<file path="src/sv/dht_pkg.sv">
`timescale 1ns / 1ps
package dht_pkg;

    localparam int MAX_SLOTS   = 1024;
    localparam int ADDR_W      = $clog2(MAX_SLOTS);
    localparam int CNT_W       = $clog2(MAX_SLOTS + 1);
    localparam int SUM_W       = ADDR_W + 1;
    localparam int KEY_W       = 31;
    localparam int CFG_W       = 11;
    localparam int ACC_W       = 32;
    localparam int CFG_RESET   = 1024;
    localparam int ITER_W      = $clog2(KEY_W);
    localparam int QUEUE_DEPTH = 2;
    localparam int QPTR_W      = (QUEUE_DEPTH > 1) ? $clog2(QUEUE_DEPTH) : 1;
    localparam int QCNT_W      = $clog2(QUEUE_DEPTH + 1);

    typedef enum logic [1:0] {
        ST_PLACED  = 2'd0,
        ST_FULL    = 2'd1,
        ST_DROPPED = 2'd2
    } t_status;

    typedef enum logic [1:0] {
        F_IDLE,
        F_DIV1,
        F_DIV2,
        F_PUSH
    } t_front_state;

    typedef enum logic [2:0] {
        B_CLEAR,
        B_IDLE,
        B_HOME,
        B_STEP,
        B_CHK
    } t_back_state;

    typedef struct packed {
        logic [ADDR_W-1:0] home;
        logic [ADDR_W-1:0] step;
    } t_job;

    typedef struct packed {
        logic full;
        logic empty;
    } t_q_flags;

    typedef struct packed {
        logic              valid;
        t_status           status;
        logic [ADDR_W-1:0] slot;
        logic [CNT_W-1:0]  probe_count;
        logic [ACC_W-1:0]  access_total;
        logic [CNT_W-1:0]  key_count;
    } t_result;

    // Map the raw register to the slot count in use: zero acts as one,
    // anything past the table acts as the full table.
    function automatic logic [CNT_W-1:0] clamp_size(input logic [CFG_W-1:0] raw);
        int v;
        v = int'(raw);
        if (v == 0) v = 1;
        if (v > MAX_SLOTS) v = MAX_SLOTS;
        return CNT_W'(v);
    endfunction

endpackage

</file>
<file path="src/sv/double_hash_table_insert.sv">
`timescale 1ns / 1ps
// Double-hashing insert engine for an open-addressing table of up to MAX_SLOTS slots.
//
// Command channel: drive i_key and raise start; the key transfers at the rising
// edge where start is high and busy is low. Result channel: o_valid pulses for
// one cycle with o_status, o_slot, o_probe_count, o_access_total and o_key_count;
// the receiver cannot hold a result off, so every pulse is a completed transfer.
// Configuration: i_cfg_wr_en writes i_cfg_wr_data into table_size at the edge;
// only write while no key is in flight.
//
// Timing: the front end runs a bit-serial divide, one bit per cycle over the 31
// key bits. A key below table_size needs one pass, a larger key a second pass
// for the step. Unless the key count has reached table_size, the back end then
// tests the home slot and then each probe step, one occupancy read each; the step
// that lands back on home makes no read. A two-entry queue lets the divider work
// on the next key while the back end walks.
//
// Reset: synchronous, active low. After reset busy stays high while the occupancy
// store is swept to empty.
module double_hash_table_insert import dht_pkg::*; (
    input  logic              i_clk,
    input  logic              i_rst_n,
    input  logic              i_cfg_wr_en,
    input  logic [CFG_W-1:0]  i_cfg_wr_data,
    input  logic              start,
    output logic              busy,
    input  logic [KEY_W-1:0]  i_key,
    output logic              o_valid,
    output logic [1:0]        o_status,
    output logic [ADDR_W-1:0] o_slot,
    output logic [CNT_W-1:0]  o_probe_count,
    output logic [ACC_W-1:0]  o_access_total,
    output logic [CNT_W-1:0]  o_key_count
);

    // clamped slot count, kept in its usable form
    logic [CNT_W-1:0] r_size;

    logic     accept;
    logic     front_busy;
    logic     clearing;
    logic     push;
    logic     pop;
    t_job     front_job;
    t_job     head_job;
    t_q_flags q_flags;
    t_result  result;

    always_ff @(posedge i_clk) begin
        if (!i_rst_n) begin
            r_size <= clamp_size(CFG_W'(CFG_RESET));
        end else if (i_cfg_wr_en) begin
            r_size <= clamp_size(i_cfg_wr_data);
        end
    end

    // hold off keys during reset, the clearing sweep and while the front end divides or waits to push
    assign busy   = !i_rst_n || front_busy || clearing;
    assign accept = start && !busy;

    dht_front u_front (
        .i_clk     (i_clk),
        .i_rst_n   (i_rst_n),
        .i_accept  (accept),
        .i_key     (i_key),
        .i_size    (r_size),
        .i_q_flags (q_flags),
        .o_busy    (front_busy),
        .o_push    (push),
        .o_job     (front_job)
    );

    dht_queue u_queue (
        .i_clk   (i_clk),
        .i_rst_n (i_rst_n),
        .i_push  (push),
        .i_job   (front_job),
        .i_pop   (pop),
        .o_flags (q_flags),
        .o_job   (head_job)
    );

    dht_back u_back (
        .i_clk      (i_clk),
        .i_rst_n    (i_rst_n),
        .i_size     (r_size),
        .i_q_flags  (q_flags),
        .i_job      (head_job),
        .o_pop      (pop),
        .o_clearing (clearing),
        .o_result   (result)
    );

    assign o_valid        = result.valid;
    assign o_status       = result.status;
    assign o_slot         = result.slot;
    assign o_probe_count  = result.probe_count;
    assign o_access_total = result.access_total;
    assign o_key_count    = result.key_count;

endmodule

</file>
<file path="src/sv/dht_front.sv">
`timescale 1ns / 1ps
module dht_front import dht_pkg::*; (
    input  logic             i_clk,
    input  logic             i_rst_n,
    input  logic             i_accept,
    input  logic [KEY_W-1:0] i_key,
    input  logic [CNT_W-1:0] i_size,
    input  t_q_flags         i_q_flags,
    output logic             o_busy,
    output logic             o_push,
    output t_job             o_job
);

    t_front_state      r_state, n_state;
    logic [KEY_W-1:0]  r_dq, n_dq;
    logic [ADDR_W-1:0] r_rem, n_rem;
    logic [ITER_W-1:0] r_iter, n_iter;
    logic [ADDR_W-1:0] r_home, n_home;
    logic [ADDR_W-1:0] r_step, n_step;

    logic [SUM_W-1:0]  shifted;
    logic              take;
    logic [ADDR_W-1:0] rem_next;
    logic [KEY_W-1:0]  dq_next;
    logic              last;

    // One restoring divide step per cycle: dividend shifts out as quotient shifts in.
    always_comb begin
        shifted  = {r_rem, r_dq[KEY_W-1]};
        take     = (shifted >= SUM_W'(i_size));
        rem_next = take ? ADDR_W'(shifted - SUM_W'(i_size)) : ADDR_W'(shifted);
        dq_next  = {r_dq[KEY_W-2:0], take};
        last     = (r_iter == ITER_W'(KEY_W - 1));
    end

    always_comb begin
        n_state = r_state;
        n_dq    = r_dq;
        n_rem   = r_rem;
        n_iter  = r_iter;
        n_home  = r_home;
        n_step  = r_step;
        o_push  = 1'b0;
        case (r_state)
            F_IDLE: begin
                if (i_accept) begin
                    n_dq    = i_key;
                    n_rem   = '0;
                    n_iter  = '0;
                    n_state = F_DIV1;
                end
            end
            F_DIV1: begin
                n_dq   = dq_next;
                n_rem  = rem_next;
                n_iter = r_iter + ITER_W'(1);
                if (last) begin
                    n_home = rem_next;
                    if (dq_next == '0) begin
                        // key below size: unit step
                        n_step  = ADDR_W'(1);
                        n_state = F_PUSH;
                    end else begin
                        // reduce the quotient modulo size for the step
                        n_rem   = '0;
                        n_iter  = '0;
                        n_state = F_DIV2;
                    end
                end
            end
            F_DIV2: begin
                n_dq   = dq_next;
                n_rem  = rem_next;
                n_iter = r_iter + ITER_W'(1);
                if (last) begin
                    n_step  = rem_next;
                    n_state = F_PUSH;
                end
            end
            F_PUSH: begin
                if (!i_q_flags.full) begin
                    o_push  = 1'b1;
                    n_state = F_IDLE;
                end
            end
            default: n_state = F_IDLE;
        endcase
    end

    always_ff @(posedge i_clk) begin
        if (!i_rst_n) begin
            r_state <= F_IDLE;
        end else begin
            r_state <= n_state;
        end
    end

    always_ff @(posedge i_clk) begin
        r_dq   <= n_dq;
        r_rem  <= n_rem;
        r_iter <= n_iter;
        r_home <= n_home;
        r_step <= n_step;
    end

    assign o_busy = (r_state != F_IDLE);
    assign o_job  = '{home: r_home, step: r_step};

endmodule

</file>
<file path="src/sv/dht_queue.sv">
`timescale 1ns / 1ps
module dht_queue import dht_pkg::*; (
    input  logic     i_clk,
    input  logic     i_rst_n,
    input  logic     i_push,
    input  t_job     i_job,
    input  logic     i_pop,
    output t_q_flags o_flags,
    output t_job     o_job
);

    t_job              r_mem [QUEUE_DEPTH];
    logic [QPTR_W-1:0] r_wptr, n_wptr;
    logic [QPTR_W-1:0] r_rptr, n_rptr;
    logic [QCNT_W-1:0] r_count, n_count;

    logic do_push;
    logic do_pop;

    always_comb begin
        do_push = i_push && (r_count != QCNT_W'(QUEUE_DEPTH));
        do_pop  = i_pop && (r_count != '0);
        n_wptr  = r_wptr;
        n_rptr  = r_rptr;
        n_count = r_count;
        if (do_push) begin
            n_wptr = (r_wptr == QPTR_W'(QUEUE_DEPTH - 1)) ? '0 : r_wptr + QPTR_W'(1);
        end
        if (do_pop) begin
            n_rptr = (r_rptr == QPTR_W'(QUEUE_DEPTH - 1)) ? '0 : r_rptr + QPTR_W'(1);
        end
        case ({do_push, do_pop})
            2'b10:   n_count = r_count + QCNT_W'(1);
            2'b01:   n_count = r_count - QCNT_W'(1);
            default: n_count = r_count;
        endcase
    end

    always_ff @(posedge i_clk) begin
        if (!i_rst_n) begin
            r_wptr  <= '0;
            r_rptr  <= '0;
            r_count <= '0;
        end else begin
            r_wptr  <= n_wptr;
            r_rptr  <= n_rptr;
            r_count <= n_count;
        end
    end

    always_ff @(posedge i_clk) begin
        if (do_push) begin
            r_mem[r_wptr] <= i_job;
        end
    end

    assign o_flags.full  = (r_count == QCNT_W'(QUEUE_DEPTH));
    assign o_flags.empty = (r_count == '0);
    assign o_job         = r_mem[r_rptr];

endmodule

</file>
<file path="src/sv/dht_back.sv">
`timescale 1ns / 1ps
module dht_back import dht_pkg::*; (
    input  logic             i_clk,
    input  logic             i_rst_n,
    input  logic [CNT_W-1:0] i_size,
    input  t_q_flags         i_q_flags,
    input  t_job             i_job,
    output logic             o_pop,
    output logic             o_clearing,
    output t_result          o_result
);

    // occupancy store, one bit per slot, registered read
    logic              r_occ [MAX_SLOTS];
    logic              r_occ_rd;
    logic              mem_we;
    logic [ADDR_W-1:0] mem_waddr;
    logic              mem_wdata;
    logic [ADDR_W-1:0] mem_raddr;

    t_back_state       r_state, n_state;
    logic [ADDR_W-1:0] r_clr, n_clr;
    logic [ADDR_W-1:0] r_home, n_home;
    logic [ADDR_W-1:0] r_step, n_step;
    logic [ADDR_W-1:0] r_pos, n_pos;
    logic [CNT_W-1:0]  r_probes, n_probes;
    logic [ACC_W-1:0]  r_acc, n_acc;
    logic [CNT_W-1:0]  r_kcnt, n_kcnt;
    logic              r_valid, n_valid;
    t_status           r_status, n_status;
    logic [ADDR_W-1:0] r_slot, n_slot;
    logic [CNT_W-1:0]  r_pcount, n_pcount;

    logic [SUM_W-1:0]  sum;
    logic [ADDR_W-1:0] pos_next;

    always_comb begin
        sum      = SUM_W'(r_pos) + SUM_W'(r_step);
        pos_next = (sum >= SUM_W'(i_size)) ? ADDR_W'(sum - SUM_W'(i_size)) : ADDR_W'(sum);
    end

    always_comb begin
        n_state   = r_state;
        n_clr     = r_clr;
        n_home    = r_home;
        n_step    = r_step;
        n_pos     = r_pos;
        n_probes  = r_probes;
        n_acc     = r_acc;
        n_kcnt    = r_kcnt;
        n_valid   = 1'b0;
        n_status  = r_status;
        n_slot    = r_slot;
        n_pcount  = r_pcount;
        mem_we    = 1'b0;
        mem_waddr = r_pos;
        mem_wdata = 1'b1;
        mem_raddr = r_pos;
        o_pop     = 1'b0;
        case (r_state)
            B_CLEAR: begin
                mem_we    = 1'b1;
                mem_waddr = r_clr;
                mem_wdata = 1'b0;
                n_clr     = r_clr + ADDR_W'(1);
                if (r_clr == ADDR_W'(MAX_SLOTS - 1)) begin
                    n_state = B_IDLE;
                end
            end
            B_IDLE: begin
                if (!i_q_flags.empty) begin
                    o_pop  = 1'b1;
                    n_home = i_job.home;
                    n_step = i_job.step;
                    if (r_kcnt >= i_size) begin
                        n_valid  = 1'b1;
                        n_status = ST_FULL;
                        n_slot   = '0;
                        n_pcount = '0;
                    end else begin
                        n_kcnt    = r_kcnt + CNT_W'(1);
                        mem_raddr = i_job.home;
                        n_state   = B_HOME;
                    end
                end
            end
            B_HOME: begin
                if (!r_occ_rd) begin
                    mem_we    = 1'b1;
                    mem_waddr = r_home;
                    n_valid   = 1'b1;
                    n_status  = ST_PLACED;
                    n_slot    = r_home;
                    n_pcount  = CNT_W'(1);
                    n_acc     = r_acc + ACC_W'(1);
                    n_state   = B_IDLE;
                end else begin
                    n_pos    = r_home;
                    n_probes = '0;
                    n_state  = B_STEP;
                end
            end
            B_STEP: begin
                n_probes = r_probes + CNT_W'(1);
                if (pos_next == r_home) begin
                    // walked all the way around: drop
                    n_valid  = 1'b1;
                    n_status = ST_DROPPED;
                    n_slot   = '0;
                    n_pcount = n_probes;
                    n_acc    = r_acc + ACC_W'(n_probes);
                    n_state  = B_IDLE;
                end else begin
                    n_pos     = pos_next;
                    mem_raddr = pos_next;
                    n_state   = B_CHK;
                end
            end
            B_CHK: begin
                if (!r_occ_rd) begin
                    mem_we    = 1'b1;
                    mem_waddr = r_pos;
                    n_valid   = 1'b1;
                    n_status  = ST_PLACED;
                    n_slot    = r_pos;
                    n_pcount  = r_probes;
                    n_acc     = r_acc + ACC_W'(r_probes);
                    n_state   = B_IDLE;
                end else begin
                    n_state = B_STEP;
                end
            end
            default: n_state = B_IDLE;
        endcase
    end

    always_ff @(posedge i_clk) begin
        if (mem_we) begin
            r_occ[mem_waddr] <= mem_wdata;
        end
        r_occ_rd <= r_occ[mem_raddr];
    end

    always_ff @(posedge i_clk) begin
        if (!i_rst_n) begin
            r_state <= B_CLEAR;
            r_clr   <= '0;
            r_acc   <= '0;
            r_kcnt  <= '0;
            r_valid <= 1'b0;
        end else begin
            r_state <= n_state;
            r_clr   <= n_clr;
            r_acc   <= n_acc;
            r_kcnt  <= n_kcnt;
            r_valid <= n_valid;
        end
    end

    always_ff @(posedge i_clk) begin
        r_home   <= n_home;
        r_step   <= n_step;
        r_pos    <= n_pos;
        r_probes <= n_probes;
        r_status <= n_status;
        r_slot   <= n_slot;
        r_pcount <= n_pcount;
    end

    assign o_clearing = (r_state == B_CLEAR);
    assign o_result   = '{valid: r_valid, status: r_status, slot: r_slot,
                          probe_count: r_pcount, access_total: r_acc,
                          key_count: r_kcnt};

endmodule

</file>
<file path="config.mk">
export PLATFORM = sky130hd
export DESIGN_NAME = double_hash_table_insert
export DESIGN_NICKNAME = d
export VERILOG_FILES = /design/src/sv/dht_pkg.sv /design/src/sv/double_hash_table_insert.sv /design/src/sv/dht_front.sv /design/src/sv/dht_queue.sv /design/src/sv/dht_back.sv
export SDC_FILE = /design/constraint.sdc
export NUM_CORES = 2
export LEC_CHECK = 0
export ABC_AREA = 1
export BUFFER_PORTS_ARGS = -buffer_cell sky130_fd_sc_hd__clkbuf_2
export CAP_MARGIN = 0
export CORE_MARGIN = 10
export CORE_UTILIZATION = 41
export CTS_BUF_LIST = sky130_fd_sc_hd__clkbuf_8
export DETAILED_ROUTE_END_ITERATION = 10
export GPL_TIMING_DRIVEN = 1
export SETUP_SLACK_MARGIN = 0.4
export SLEW_MARGIN = 20
export SYNTH_ARGS = -nofsm -noshare
export SYNTH_HDL_FRONTEND = slang
export SYNTH_HIERARCHICAL = 1
export SYNTH_SLANG_ARGS = --single-unit
</file>
<file path="constraint.sdc">
create_clock -name i_clk -period 62.1 [get_ports i_clk]
set_input_delay 3.105 -clock i_clk [delete_from_list [all_inputs] [get_ports i_clk]]
set_output_delay 3.105 -clock i_clk [all_outputs]
set_load 0.005 [all_outputs]
</file>
Yosys cells after proc, flatten, opt, wreduce, memory -nomap -nowiden
Memories as Yosys holds them, arrays and structs flattened. A register that Yosys moved wholly into a read port is not among the register bits.
Index checks and enable logic that the tools add are counted.
{"block": "word_totals", "register_bits": 204, "elab_cells": 191, "mem_bits_rw": 1064, "output_inout_bits": 68, "n_memories": 2, "in_bits": 46}
{"block": "op_classes", "n_reduce_logical": 36, "eq_ne": 28, "mux": 83, "add_sub_neg": 14, "bitwise_logic": 2, "magnitude_cmp": 4}
{"name": "u_back.r_occ", "depth": 1024, "width": 1, "rd": 1, "rd_clocked_by_memory_dff": 1, "wr": 1, "line": "dht_back.sv:14", "rtl": "logic r_occ [MAX_SLOTS];"}
{"name": "u_queue.r_mem", "depth": 2, "width": 20, "rd": 1, "rd_clocked_by_memory_dff": 1, "wr": 1, "line": "dht_queue.sv:12", "rtl": "t_job r_mem [QUEUE_DEPTH];"}
{"operator": "$mux W10", "count": 18}
{"operator": "$mux W32", "count": 5}
{"operator": "$pmux W32 S3", "count": 1}
{"operator": "$mux W11", "count": 8}
{"operator": "$pmux W10 S2", "count": 4}
{"operator": "$add A32 B11 Y32", "count": 2}
{"operator": "$pmux W31 S2", "count": 1}
{"operator": "$pmux W11 S4", "count": 1}
{"operator": "$pmux W10 S4", "count": 1}
{"operator": "$ge A11 B11 Y1", "count": 3}
{"operator": "$add A32 B1 Y32 const B", "count": 1}
{"operator": "$gt A32 B12 Y1 const B", "count": 1}
{"operator": "$logic_not A31 Y1", "count": 1}
{"operator": "$mux W31", "count": 1}
{"operator": "$pmux W10 S3", "count": 1}
{"operator": "$add A11 B1 Y11 const B", "count": 2}
{"operator": "$pmux W11 S2", "count": 1}
{"operator": "$sub A10 B10 Y10", "count": 2}
{"operator": "$mux W1", "count": 18}
{"operator": "$mux W2", "count": 9}
{"operator": "$ne A2 B2 Y1 const B", "count": 8}
{"operator": "$mux W5", "count": 3}
{"operator": "$pmux W5 S3", "count": 1}
{"operator": "$ne A2 B1 Y1 const B", "count": 7}
{"operator": "37 further kinds", "count": 67}

Longest topological paths before layout
{"block": "depth", "depth_word": 7, "ltp_mapped": 45, "mapped_depth_nobuf": 41}

Cells and area by module
Netlist, hierarchy kept.
{"mod": "dht_back", "seq_area_each_um2": 33832.4, "cells_per_inst": 6063, "area_per_inst_um2": 56332.8, "n_inst": 1}
{"mod": "dht_front", "seq_area_each_um2": 2021.9, "cells_per_inst": 391, "area_per_inst_um2": 3741.1, "n_inst": 1}
{"mod": "dht_queue", "seq_area_each_um2": 1301.2, "cells_per_inst": 102, "area_per_inst_um2": 1705.4, "n_inst": 1}
{"mod": "double_hash_table_insert", "seq_area_each_um2": 220.2, "cells_per_inst": 68, "area_per_inst_um2": 471.7, "n_inst": 1}

Worst setup path before layout
No wires, ideal clock.
{"block": "synth_path", "kind": "reg2reg", "from": "reg u_back.r_state[0]", "to": "mem u_back.r_occ[104], enable pin", "period_less_slack_ns": 21.545, "required_ns": 61.799, "arrival_time_ns": 21.244, "n_path_buf": 2, "setup_ns": 0.301, "slack_ns": 40.555, "stages_incl_launch_ff": 11, "cell_sequence": "dfxtp_1 > nor2_1 > inv_1 > nor2_1 > inv_1 > clkbuf_1 > o21ai_0 > nor3_1 > nand2_1 > clkbuf_1 > nor2_1"}
{"block": "synth_via", "elab_chain_len": 5, "elab_cells_between_ends": 8, "cone_classes": "eq/ne: 2; mux: 4; reduce/logical: 2"}
{"item": "start, declared", "line": "dht_back.sv:21", "rtl": "t_back_state r_state, n_state;"}
{"item": "start signal, assigned", "line": "dht_back.sv:152", "rtl": "r_state <= n_state;"}
{"item": "$eq A3 B2 Y1 or $eq A3 B3 Y1 (tied branches)", "line": "dht_back.sv:60", "rtl": "case (r_state)"}
{"item": "$reduce_or A2 Y1 (no source line)"}
{"item": "$pmux W1 S2", "line": "dht_back.sv:60"}
{"item": "$mux W1", "line": "dht_back.sv:138", "rtl": "if (mem_we) begin"}
{"item": "$mux W1 (implied by the code)", "line": "dht_back.sv:139", "rtl": "r_occ[mem_waddr] <= mem_wdata;"}
{"item": "end, declared", "line": "dht_back.sv:14"}
Several ways; a longest one is shown, not always the timed one.

Final worst setup path
{"block": "layout_path", "from": "reg u_back.r_pos[0]", "to": "reg u_back.r_occ_rd, read port of u_back.r_occ"}
{"block": "layout_via", "elab_chain_len": 6, "elab_cells_between_ends": 9, "cone_classes": "add/sub: 2; order compare: 1; eq/ne: 1; mux: 5"}
{"item": "start, declared", "line": "dht_back.sv:25", "rtl": "logic [ADDR_W-1:0] r_pos, n_pos;"}
{"item": "start signal, assigned", "line": "dht_back.sv:163", "rtl": "r_pos <= n_pos;"}
{"item": "$add A10 B10 Y11", "line": "dht_back.sv:38", "rtl": "sum = SUM_W'(r_pos) + SUM_W'(r_step);"}
{"item": "$sub A10 B10 Y10 or $ge A11 B11 Y1 (tied branches)", "line": "dht_back.sv:39", "rtl": "pos_next = (sum >= SUM_W'(i_size)) ? ADDR_W'(sum - SUM_W'(i_size)) : ADDR_W'(sum);"}
{"item": "$mux W10", "line": "dht_back.sv:39"}
{"item": "$eq A10 B10 Y1", "line": "dht_back.sv:105", "rtl": "if (pos_next == r_home) begin"}
{"item": "$mux W10"}
{"item": "$pmux W10 S2 (*)", "line": "dht_back.sv:60"}
{"item": "end, declared", "line": "dht_back.sv:15", "rtl": "logic r_occ_rd;"}
Mark *: on every way between the ends. The rest lies on a longest branch, timed or not.
A chain may end at the register's enable or synchronous reset.

==> results.json <==
{
  "status": "finished clean",
  "pin_count": 114,
  "cts_tree": "yes",
  "relSlewSlack_pct": 14.1,
  "worst_hold_path.num_cells": 0,
  "path_common_cell": "nand3_1",
  "grt.busiest_layer": "met2",
  "syn_inst": 6624,
  "grt_overflow": 0,
  "vias": 47600,
  "synth_edf_count": 1194,
  "synthArstFlopShare_pct": 0,
  "globalRouteMet1Util_pct": 28.6,
  "reg2reg_depth": 39,
  "clkSinkCount": 1270,
  "port_buffers": 113,
  "required_ns": 62.95,
  "yosys-top-cells-area": "edfxtp_1 58%, nand2_1 8.1%, nor2_1 7.1%",
  "critPathArrivalTime_ns": 8.76,
  "place.gp.congestion": 0.892,
  "synth.top_cell.area_share_pct": 57.6,
  "core_mm2": 0.150,
  "rsz0062_at_grt": "no",
  "synth.most_common_cell": "nand2_1",
  "vdd_drop_max_mv": 0.0417,
  "cpPeakStageDelay_ns": 0.89,
  "area_growth_pct": 9.00,
  "startpoint": "u_back/r_pos[0]",
  "grt_antenna_before_repair": 4,
  "critPathMaxFanout": 112,
  "start_kind": "register",
  "seq_area_frac_synth_pct": 60.0,
  "fin_crit_ns": 7.91,
  "die_w_um": 410,
  "ctsResizeCount": 0,
  "synth-main-ff-cell": "edfxtp_1",
  "fmax_ghz": 0.126,
  "final_antenna_net_count": 0,
  "dp.cells": 8384,
  "p_leak_uw": 0.0254,
  "dieArea_mm2": 0.168,
  "hp-start": "u_front/r_home[7]",
  "place.detailed.hpwl_um": 98500,
  "chipHeight_um": 410,
  "grt_pass1_wl_um": 278000,
  "wl_per_cell_um": 21.2,
  "hold_viol_final": 0,
  "setup_viol": 0,
  "cp.depth": 39,
  "synth_nets": 6738,
  "grtUsageMet2_pct": 34.4,
  "r2r-start": "u_back/r_pos[0]",
  "layout-drive-gt1-share_pct": 9.15,
  "syn-cell-area_mm2": 0.0623,
  "drc": 0,
  "post_cts_buffers": 0,
  "drv_slew": 0,
  "clockBufferDepth": 3,
  "first_pass_iters": 6,
  "yosys.area.top_type": "edfxtp_1",
  "postCtsHoldBufs": 0,
  "grt_use_met3_pct": 3.76,
  "yosys_warnings": 6,
  "htreeDepth": 4,
  "end_kind": "register",
  "clk-insertion-delay-late_ns": 0.95,
  "fin_nets": 6696,
  "drt_iter0_drc": 5216,
  "path_buf_inv": 6,
  "synth_common_cells": "1336 x nand2_1, 1194 x edfxtp_1, 1183 x nor2_1, 798 x nand3_1, 650 x inv_1",
  "routed_wirelength_um": 186000,
  "critical_path_class": "reg2reg",
  "maxCapViolations": 0,
  "ys_ff_latch": 1270,
  "cellPowerDensity_mw_per_mm2": 30.5,
  "root_buffer": "clkbuf_8",
  "final_cells": 8760,
  "grt_use_total_pct": 21.4,
  "timing.setup.tns_ns": 0,
  "rows": 142,
  "finClkSkew_ns": 0.0487,
  "viasPerCell": 5.44,
  "worst_slew_pin_slew_ns": 1.28,
  "hold_class": "reg2reg",
  "clkTransAtPathRegs_ns": 0.06,
  "fin_crit_sh_pct": 12.7,
  "start_util_pct": 41.4,
  "grt_max_degree": 284,
  "ys_types": 59,
  "cp_top_family": "simple AND/OR/NAND/NOR gates",
  "grt_pass1_vias": 44800,
  "cp_slowest_cell": "buf_4",
  "cts_buffers": 211,
  "hold_slack_ns": 0.437,
  "syn_avg_cell_area_um2": 9.40
}
[cells by family (layout without fill, tap and decap cells)]
logic type,after synthesis,count (layout),share of synthesized area [%]
XOR/XNOR,24,24,0.338
adder cells (fa/ha/maj),68,68,1.41
multiplexers,20,20,0.362
AND/OR/NAND/NOR,3644,3644,25.4
buffers and inverters,1127,1243,7.57
AO/OA/AOI/OAI,471,471,4.89
other,0,4,0
flip-flops,1270,1270,60.0
[per-stage QoR]
stage          power (µW)  util, %  setup slack [ns]  cell area (µm²)
2_1_floorplan        1330        -             40.56            62300
3_3_place_gp         1410     42.6             54.34            64100
3_5_place_dp         1410     42.6             54.26            64100
4_1_cts              2080     45.1             54.24            67800
5_1_grt              2160     45.1             53.55            67800
6_report             2070     45.1             54.19            67900
[layer usage]
layer | routed length [µm] | part of all wire, % | vias to the layer above
met3 | 15700 | 8.4 | 402
met2 | 85400 | 46 | 1967
met5 | 13 | 0.0070 | -
met4 | 7480 | 4.0 | 2
li1 | - | - | 22000
met1 | 77500 | 42 | 23200
[placed cells by master, fill, tap and decap left out, types with 80 or more instances in the layout]
| master | netlist | final |
|---|---|---|
| nor2_1 | 1183 | 1181 |
| o21ai_0 | 81 | 80 |
| o211ai_1 | 179 | 179 |
| nand3_1 | 798 | 787 |
| edfxtp_1 | 1194 | 1194 |
| clkbuf_8 | 0 | 217 |
| inv_1 | 650 | 720 |
| nand2_1 | 1336 | 1301 |
| a21oi_1 | 115 | 113 |
| buf_4 | 24 | 91 |
| nand3b_1 | 175 | 175 |
| clkbuf_2 | 0 | 113 |
[final timing paths]
| check | endpoint | slack [ns] |
|---|---|---|
| max | u_back/r_occ_rd | 54.19 |
| min | u_queue/r_mem[1][17] | 0.44 |
| max reg2reg | u_back/r_occ_rd | 54.19 |
| min reg2reg | u_queue/r_mem[1][17] | 0.44 |
[state kept, by name (all words and copies together), names as in the netlist, 2 cells and up, named ones only]
register and cells:
u_back/r_slot 10, r_size 11, u_queue/r_count 2, u_back/r_probes 11
u_back/r_clr 10, u_front/r_iter 5, u_back/r_state 3, u_back/r_kcnt 11
u_front/r_home 10, u_back/r_step 10, u_front/r_rem 10, u_queue/r_mem 40
u_front/r_state 2, u_front/r_step 10, u_front/r_dq 31, u_back/r_pos 10
u_back/r_pcount 11, u_back/r_status 2, u_back/r_occ 1024, u_back/r_home 10
u_back/r_acc 32
[power breakdown]
group | switching, µW | internal, µW | total, µW
logic | 301 | 96.3 | 398
clock network | 342 | 325 | 667
registers | 12.9 | 990 | 1000
[cell type report]
| class | count | area (µm²) |
|---|---|---|
| diodes | 4 | 10.0 |
| well taps | 2016 | 2520 |
| inverters | 664 | 2510 |
| fillers | 14600 | 82500 |
| clock buffers | 217 | 2990 |
| repair buffers | 208 | 1340 |
| multi-input cells | 4227 | 20400 |
| flip-flops and latches | 1270 | 37400 |
| clock inverters | 154 | 681 |
Power figures use the tool's default switching activity.
